## src/rtl/gcp_pkg.sv

```systemverilog
// ----------------------------------------------------------------------------
// gcp_pkg
// Shared types and constants of the grain crossfade player: field widths,
// operation and register codes, sequencer states and the mixer command bus.
// ----------------------------------------------------------------------------
package gcp_pkg;

   localparam int MAX_FRAME     = 8192;
   localparam int SAMPLE_BITS   = 24;
   localparam int INDEX_BITS    = $clog2(MAX_FRAME);
   localparam int FRAME_BITS    = 14;
   localparam int FADE_BITS     = 13;
   localparam int BANK_BITS     = 2;
   localparam int MEM_DEPTH     = 3 * MAX_FRAME;
   localparam int MEM_ADDR_BITS = $clog2(MEM_DEPTH);
   localparam int MEM_DATA_BITS = 2 * SAMPLE_BITS;
   // product sum of one channel: sample times a fade-length weight, plus sign
   localparam int ACC_BITS      = SAMPLE_BITS + FADE_BITS + 1;
   localparam int MAG_BITS      = ACC_BITS - 1;
   localparam int STEP_BITS     = $clog2(MAG_BITS + 1);

   localparam int REQ_DATA_BITS = ((INDEX_BITS + 2 * SAMPLE_BITS + 7) / 8) * 8;
   localparam int RSP_DATA_BITS = ((2 * SAMPLE_BITS + 7) / 8) * 8;
   localparam int CSR_DATA_BITS = FRAME_BITS;

   localparam logic [FRAME_BITS-1:0] FRAME_LENGTH_RESET = FRAME_BITS'(1024);
   localparam logic [FADE_BITS-1:0]  FADE_LENGTH_RESET  = FADE_BITS'(256);
   localparam logic [FRAME_BITS-1:0] FRAME_LIMIT        = FRAME_BITS'(MAX_FRAME);

   localparam logic [BANK_BITS-1:0] BANK_STAGE_RESET = BANK_BITS'(0);
   localparam logic [BANK_BITS-1:0] BANK_NEXT_RESET  = BANK_BITS'(1);
   localparam logic [BANK_BITS-1:0] BANK_CUR_RESET   = BANK_BITS'(2);

   typedef enum logic [1:0] {
      OP_LOAD   = 2'd0,
      OP_COMMIT = 2'd1,
      OP_TICK   = 2'd2
   } op_type;

   typedef enum logic {
      CSR_FRAME_LENGTH = 1'b0,
      CSR_FADE_LENGTH  = 1'b1
   } csr_index_type;

   typedef enum logic [3:0] {
      ST_IDLE,
      ST_RD_CUR,
      ST_RD_NXT,
      ST_CAP,
      ST_MIX_L,
      ST_WAIT_L,
      ST_MIX_R,
      ST_WAIT_R,
      ST_DONE
   } player_state_type;

   typedef enum logic [2:0] {
      MIX_IDLE,
      MIX_MUL_CUR,
      MIX_MUL_NXT,
      MIX_SUM,
      MIX_ABS,
      MIX_DIV,
      MIX_DONE
   } mix_state_type;

   typedef struct packed {
      logic                          start;
      logic signed [SAMPLE_BITS-1:0] cur_sample;
      logic signed [SAMPLE_BITS-1:0] nxt_sample;
      logic [FADE_BITS-1:0]          cur_weight;
      logic [FADE_BITS-1:0]          nxt_weight;
      logic [FADE_BITS-1:0]          divisor;
   } mix_cmd_type;

   typedef struct packed {
      logic                          done;
      logic signed [SAMPLE_BITS-1:0] value;
   } mix_rsp_type;

endpackage

```

## src/rtl/gcp_mix_unit.sv

```systemverilog
// ----------------------------------------------------------------------------
// gcp_mix_unit
// One channel of the crossfade: (cur*wc + nxt*wn) / divisor, truncated toward
// zero. One multiplier used twice, then a restoring divider, one bit a cycle.
// ----------------------------------------------------------------------------
module gcp_mix_unit (
   input  logic                 clock,
   input  logic                 reset,
   input  gcp_pkg::mix_cmd_type cmd,
   output gcp_pkg::mix_rsp_type rsp
);

   gcp_pkg::mix_state_type state_ff, state_in;

   logic signed [gcp_pkg::SAMPLE_BITS-1:0] cur_ff, nxt_ff;
   logic [gcp_pkg::FADE_BITS-1:0]          wc_ff, wn_ff, div_ff;
   logic signed [gcp_pkg::ACC_BITS-1:0]    prod_ff, acc_ff;
   logic [gcp_pkg::MAG_BITS-1:0]           mag_ff;
   logic [gcp_pkg::FADE_BITS-1:0]          rem_ff;
   logic                                   neg_ff;
   logic [gcp_pkg::STEP_BITS-1:0]          step_ff;

   logic signed [gcp_pkg::SAMPLE_BITS-1:0] mul_sample;
   logic [gcp_pkg::FADE_BITS-1:0]          mul_weight;
   logic signed [gcp_pkg::ACC_BITS-1:0]    product;
   logic [gcp_pkg::FADE_BITS:0]            trial;
   logic                                   trial_ge;
   logic [gcp_pkg::FADE_BITS:0]            trial_sub;
   logic [gcp_pkg::SAMPLE_BITS-1:0]        quo;
   logic                                   last_step;

   // shared multiplier
   assign mul_sample = (state_ff == gcp_pkg::MIX_MUL_CUR) ? cur_ff : nxt_ff;
   assign mul_weight = (state_ff == gcp_pkg::MIX_MUL_CUR) ? wc_ff : wn_ff;
   assign product    = gcp_pkg::ACC_BITS'(mul_sample)
                     * gcp_pkg::ACC_BITS'($signed({1'b0, mul_weight}));

   // restoring divide step: dividend bits shift out of mag_ff, quotient in
   assign trial     = {rem_ff, mag_ff[gcp_pkg::MAG_BITS-1]};
   assign trial_ge  = (trial >= {1'b0, div_ff});
   assign trial_sub = trial - {1'b0, div_ff};
   assign quo       = mag_ff[gcp_pkg::SAMPLE_BITS-1:0];
   assign last_step = (step_ff == gcp_pkg::STEP_BITS'(gcp_pkg::MAG_BITS - 1));

   always_comb begin
      state_in = state_ff;
      unique case (state_ff)
         gcp_pkg::MIX_IDLE: begin
            if (cmd.start) begin
               state_in = gcp_pkg::MIX_MUL_CUR;
            end
         end
         gcp_pkg::MIX_MUL_CUR: state_in = gcp_pkg::MIX_MUL_NXT;
         gcp_pkg::MIX_MUL_NXT: state_in = gcp_pkg::MIX_SUM;
         gcp_pkg::MIX_SUM:     state_in = gcp_pkg::MIX_ABS;
         gcp_pkg::MIX_ABS:     state_in = gcp_pkg::MIX_DIV;
         gcp_pkg::MIX_DIV: begin
            if (last_step) begin
               state_in = gcp_pkg::MIX_DONE;
            end
         end
         gcp_pkg::MIX_DONE:    state_in = gcp_pkg::MIX_IDLE;
         default:              state_in = gcp_pkg::MIX_IDLE;
      endcase
   end

   always_comb begin
      rsp.done  = 1'b0;
      rsp.value = '0;
      unique case (state_ff)
         gcp_pkg::MIX_DONE: begin
            rsp.done  = 1'b1;
            rsp.value = neg_ff ? $signed(-quo) : $signed(quo);
         end
         default: begin
            rsp.done  = 1'b0;
            rsp.value = '0;
         end
      endcase
   end

   always_ff @(posedge clock) begin
      if (reset) begin
         state_ff <= gcp_pkg::MIX_IDLE;
      end else begin
         state_ff <= state_in;
      end
   end

   always_ff @(posedge clock) begin
      case (state_ff)
         gcp_pkg::MIX_IDLE: begin
            if (cmd.start) begin
               cur_ff <= cmd.cur_sample;
               nxt_ff <= cmd.nxt_sample;
               wc_ff  <= cmd.cur_weight;
               wn_ff  <= cmd.nxt_weight;
               div_ff <= cmd.divisor;
            end
         end
         gcp_pkg::MIX_MUL_CUR: prod_ff <= product;
         gcp_pkg::MIX_MUL_NXT: begin
            acc_ff  <= prod_ff;
            prod_ff <= product;
         end
         gcp_pkg::MIX_SUM: acc_ff <= acc_ff + prod_ff;
         gcp_pkg::MIX_ABS: begin
            neg_ff  <= acc_ff[gcp_pkg::ACC_BITS-1];
            mag_ff  <= acc_ff[gcp_pkg::ACC_BITS-1]
                     ? gcp_pkg::MAG_BITS'(-acc_ff)
                     : gcp_pkg::MAG_BITS'(acc_ff);
            rem_ff  <= '0;
            step_ff <= '0;
         end
         gcp_pkg::MIX_DIV: begin
            rem_ff  <= trial_ge ? trial_sub[gcp_pkg::FADE_BITS-1:0]
                                : trial[gcp_pkg::FADE_BITS-1:0];
            mag_ff  <= {mag_ff[gcp_pkg::MAG_BITS-2:0], trial_ge};
            step_ff <= step_ff + 1'b1;
         end
         default: ;
      endcase
   end

endmodule

```

## config.mk

```make
export PLATFORM = sky130hd
export DESIGN_NAME = gcp_mix_unit
export DESIGN_NICKNAME = d
export VERILOG_FILES = /design/src/rtl/gcp_pkg.sv /design/src/rtl/gcp_mix_unit.sv
export SDC_FILE = /design/constraint.sdc
export NUM_CORES = 1
export LEC_CHECK = 0
export BUFFER_PORTS_ARGS = -buffer_cell sky130_fd_sc_hd__buf_2
export CAP_MARGIN = 20
export CORE_ASPECT_RATIO = 0.8
export CORE_MARGIN = 4
export CORE_UTILIZATION = 50
export CTS_CLUSTER_SIZE = 40
export DETAILED_ROUTE_END_ITERATION = 10
export GPL_TIMING_DRIVEN = 0
export PLACE_DENSITY = 0.66
export SLEW_MARGIN = 20
export SYNTH_ARGS = -nofsm -noshare
export SYNTH_HDL_FRONTEND = slang
export SYNTH_SLANG_ARGS = --single-unit
```

## constraint.sdc

```tcl
create_clock -name clock -period 13.7 [get_ports clock]
set_clock_uncertainty 0.15 [all_clocks]
set_input_delay 2.055 -clock clock [delete_from_list [all_inputs] [get_ports clock]]
set_output_delay 2.055 -clock clock [all_outputs]
set_load 0.02 [all_outputs]
```

After elaboration in Yosys (flattened, before gate mapping)
Cells that the tools add are included.
{ "word_totals": {"elab_cells": 47, "output_inout_bits": 25, "register_bits": 223, "input_bits": 90} }
{ "classes": {"n_mul": 1, "magnitude_cmp": 1, "n_eq_ne": 9, "reduce_logical": 6, "mux": 13, "add_sub_neg": 5} }
{ "ops": {"columns": ["op", "count"], "rows": [
  ["$pmux W38 S2", 1],
  ["$pmux W37 S2", 1],
  ["$mux W24", 2],
  ["$add A38 B38 Y38", 1],
  ["$mul A24 B14 Y38", 1],
  ["$mux W37", 1],
  ["$neg A37 Y37", 1],
  ["$mux W13", 2],
  ["$pmux W13 S2", 1],
  ["$mux W25", 1],
  ["$neg A24 Y24", 1],
  ["$pmux W3 S6", 1],
  ["$ge A14 B13 Y1", 1],
  ["$sub A13 B13 Y13", 1],
  ["$pmux W6 S2", 1],
  ["$eq A3 B3 Y1 const B", 3],
  ["$add A6 B1 Y6 const B", 1],
  ["$eq A3 B2 Y1 const B", 2],
  ["$eq A6 B6 Y1 const B", 1],
  ["$mux W3", 2],
  ["$ne A2 B2 Y1 const B", 2],
  ["$reduce_and A2 Y1", 2],
  ["$reduce_bool A2 Y1", 2],
  ["$eq A3 B1 Y1 const B", 1],
  ["other kinds (2)", 2]
]} }

Depth between registers and ports, before layout
{ "logic_depth": {"ltp_word": 3, "depth_mapped": 29, "ltp_nobuf": 25} }

Worst setup path before layout
Ideal clock, no wire load.
{ "synth_path": {"path_type": "in2reg", "from": "input port cmd[87] (netlist bit)", "to": "register cur_ff[0] (netlist bit), enable pin", "cell_stages": 1, "arrival_time_ps": 10831, "t_required_ps": 12773, "setup_time_ps": 777, "slack_ps": 1942, "n_path_buf": 0, "path_cell_list": "nor4b_1"} }
{ "synth_via": {"elab_chain_cells": 1} }
{ "synth_lines": {"columns": ["element", "line", "text"], "rows": [
  ["start: declaration", "gcp_mix_unit.sv:9", "input gcp_pkg::mix_cmd_type cmd,"],
  ["$reduce_and A2 Y1 (no line)", null, null],
  ["end signal: assignment", "gcp_mix_unit.sv:94", "cur_ff <= cmd.cur_sample;"],
  ["end: declaration", "gcp_mix_unit.sv:15", "logic signed [gcp_pkg::SAMPLE_BITS-1:0] cur_ff, nxt_ff;"]
]} }
Every way passes these cells.
A chain may end at the register's enable or synchronous reset.

Worst setup path after layout
{ "layout_path": {"from": "register state_ff[0]", "to": "register prod_ff[30] (netlist bit) (data pin)"} }
{ "layout_via": {"elab_chain_cells": 3, "word_cells_on_any_way": 4, "cone_classes": "mul (1); eq/ne (1); mux (2)"} }
{ "layout_lines": {"columns": ["element", "line", "text"], "rows": [
  ["start: declaration", "gcp_mix_unit.sv:13", "gcp_pkg::mix_state_type state_ff, state_in;"],
  ["start signal: assignment", "gcp_mix_unit.sv:84", "state_ff <= gcp_pkg::MIX_IDLE;"],
  ["start signal: assignment", "gcp_mix_unit.sv:86", "state_ff <= state_in;"],
  ["$eq A3 B1 Y1 (*)", "gcp_mix_unit.sv:33, gcp_mix_unit.sv:34", null],
  ["$mux W24 or $mux W13 (tied branches)", "gcp_mix_unit.sv:33, gcp_mix_unit.sv:34", null],
  ["$mul A24 B14 Y38 (*)", "gcp_mix_unit.sv:36", "* gcp_pkg::ACC_BITS'($signed({1'b0, mul_weight}));"],
  ["via product, one bit", "gcp_mix_unit.sv:25", "logic signed [gcp_pkg::ACC_BITS-1:0] product;"],
  ["end signal: assignment", "gcp_mix_unit.sv:101", "gcp_pkg::MIX_MUL_CUR: prod_ff <= product;"],
  ["end signal: assignment", "gcp_mix_unit.sv:104", "prod_ff <= product;"],
  ["end: declaration", "gcp_mix_unit.sv:17", "logic signed [gcp_pkg::ACC_BITS-1:0] prod_ff, acc_ff;"]
]} }
Mark *: on every way through the listed nets, which the timed path passes. The rest lies on a longest branch.

==> out/metrics.cfg <==
[cts]
post_cts_buffers=0
cts.sinks=223
ctsLongestPathBuffers=3
ctsResizeCount=0
cts_root_buffer=clkbuf_16
cts_tree=done
cts_made_buffers=25
clk_latency_ns=0.57
htreeDepth=1
ctsHoldBuffers=0
clk_transition_reported_paths_ns=0.06

[final_layout]
multi_input_area_um2=14980
drive_gt1_frac=0.09369
seq_area_um2=6666
syn2layout_area_growth_pct=10.28
design_area_um2=25700
nFillCells=4094
antennaDiodeCount=0
nNetsFinal=3058

[floorplan]
start_util=0.5077
dieArea_um2=50140
die_y_um=201.1
num_io_pins=115
die_w_um=249.4
rows=70
coreArea_um2=45890

[global_routing]
overflow=0
grt_usage=0.2351
busiest_layer=met2
grt_pass1_wl_mm=95.14
antenna_found_initial=0
grt_util_met3=0.05467
use_met1=0.3324
grt_max_degree=60
grt_pass1_vias=17790
met2_usage=0.3770

[sta]
tightest_slew_ns=1.162
period_needed_ns=10.69
rsz0062_at_grt=no
slew_viol_final=0
fin_crit_sh=0.7801
max_slew_margin=0.2030
max_freq_mhz=93.56
hold_viol=0
setup_viol=0

[synthesis]
ys_warn_count=0
synth_edf_count=220
ys_types=68
syn_area_um2=23300
syn_inst=2373
synth.area.top_cells=edfxtp_1 (28%), fa_1 (25%), ha_1 (7.7%)
seq_area_frac_synth=0.2861
synthMostInstantiatedCell=inv_1
yosysTopAreaCellShare=0.2835
synth-seq-cells=223
synth_top_flop_cell=edfxtp_1
async_reset_ff_frac=0
yosysTopAreaCell=edfxtp_1
syn-num-nets=2899
synth_commonest_cells=inv_1 (376), fa_1 (292), nor2_1 (272)
syn_area_per_cell_um2=9.820

[detailed_routing]
detail_route.wl_per_cell_um=18.37
wirelength_mm=58.09
drc_errors=0
via_per_inst=5.481
vias=17340
drt_iter0_markers=1108
drt-pass1-iter-count=7
ant_nets=0

[setup_path]
crit_path_frequent_cell=fa_1
crit_path_start_kind=flip-flop
crit_type=flip-flop to flip-flop
critPathSlowestCell=mux2i_1
cp_max_fo=10
critical-path-max-stage-delay_ns=1.00
crit_path_end_kind=flip-flop
cp.required_ns=13.87
cp.arrival_ns=10.86

[place]
io_buffers=114
place_congestion=0.9356
dpl_cell_area_um2=24820
detailed_place_hpwl_mm=47.41

[flow_run]
drv_cap=0

[status]
outcome=completed

[worst_hold_path]
hold_class=flip-flop to flip-flop

## worst paths after layout
check                   start          end  slack, ns  cells after the start
hold reg to reg    mag_ff[33]   mag_ff[34]       0.43                      2
hold / removal     mag_ff[33]   mag_ff[34]       0.43                      2
setup / recovery  state_ff[0]  prod_ff[30]       3.01                     28
setup reg to reg  state_ff[0]  prod_ff[30]       3.01                     28
## critical path, delay by kind of cell (launching register included)
| kind | cells | cell delay [ns] |
|---|---|---|
| adders and majority gates | 7 | 3.40 |
| buffers and inverters | 9 | 2.56 |
| AOI/OAI and AO/OA | 7 | 1.59 |
| muxes | 1 | 1.00 |
| and+or+nand+nor | 4 | 1.39 |
| DFF | 1 | 0.31 |
## flip-flops by register name (all words and copies together), names as in the netlist
signal,cells
state_ff,3
nxt_ff,24
wn_ff,13
mag_ff,37
wc_ff,13
prod_ff,38
div_ff,13
cur_ff,24
step_ff,6
neg_ff,1
rem_ff,13
acc_ff,38
## metrics by stage
| step | worst slack, ns | instances | setup TNS [ns] | hold slack, ns | util |
|---|---|---|---|---|---|
| floorplan | 1.943 | 2373 | 0 | 0.3233 | - |
| global placement | -1.458 | 3099 | -124.91 | 0.4000 | 0.5369 |
| detailed placement | 3.095 | 3116 | 0 | 0.4190 | 0.5408 |
| CTS | 3.064 | 3162 | 0 | 0.4347 | 0.5596 |
| global route | 2.432 | 3163 | 0 | 0.4604 | 0.5600 |
| finish | 3.012 | 3163 | 0 | 0.4264 | 0.5600 |
## placed cells by master, fill, tap and decap left out, types with 8 or more instances in the layout
master,count
inv_1,375
fa_1,292
nor2_1,271
nand2_1,265
edfxtp_1,220
ha_1,144
buf_2,125
a21oi_1,101
o21ai_0,89
xor2_1,78
clkbuf_1,67
xnor2_1,59
mux2i_1,41
a21o_1,38
mux2_2,34
nor3_1,26
clkbuf_16,25
nand3_1,23
o31ai_1,22
nand2b_1,20
a211oi_1,14
nand4_1,13
o41ai_1,13
or2_2,12
nor2b_1,12
or4_1,12
o21a_1,11
o21bai_1,10
a31oi_1,10
and2_1,8
or3_1,8
## routing by layer
| metal | vias up | routed length (µm) |
|---|---|---|
| met3 | 74 | 4983 |
| met4 | 0 | 1112 |
| li1 | 8131 | - |
| met5 | - | 0 |
| met1 | 8599 | 25760 |
| met2 | 531 | 26230 |
## final cells by class
class,instances,share of cell area
plain buffers,73,0.01100
clock inverters,18,0.008764
repair buffers,132,0.02814
multi-input cells,1701,0.5831
clock buffers,28,0.02478
flip-flops and latches,223,0.2594
well taps,612,0.02980
inverters,376,0.05502
## logic make-up after synthesis
logic type                 Yosys count  share of synthesized area
AOI/OAI and AO/OA                  344                    0.09375
buffers and inverters              449                    0.07265
DFF                                223                     0.2861
xor gates and xnor gates           137                    0.05149
muxes                               79                    0.03576
and+or+nand+nor                    705                     0.1321
adders and majority gates          436                     0.3282
Power is left out: the tool's default activity adds up to more than one toggle a clock period on the data nets, which glitch-free logic cannot reach.
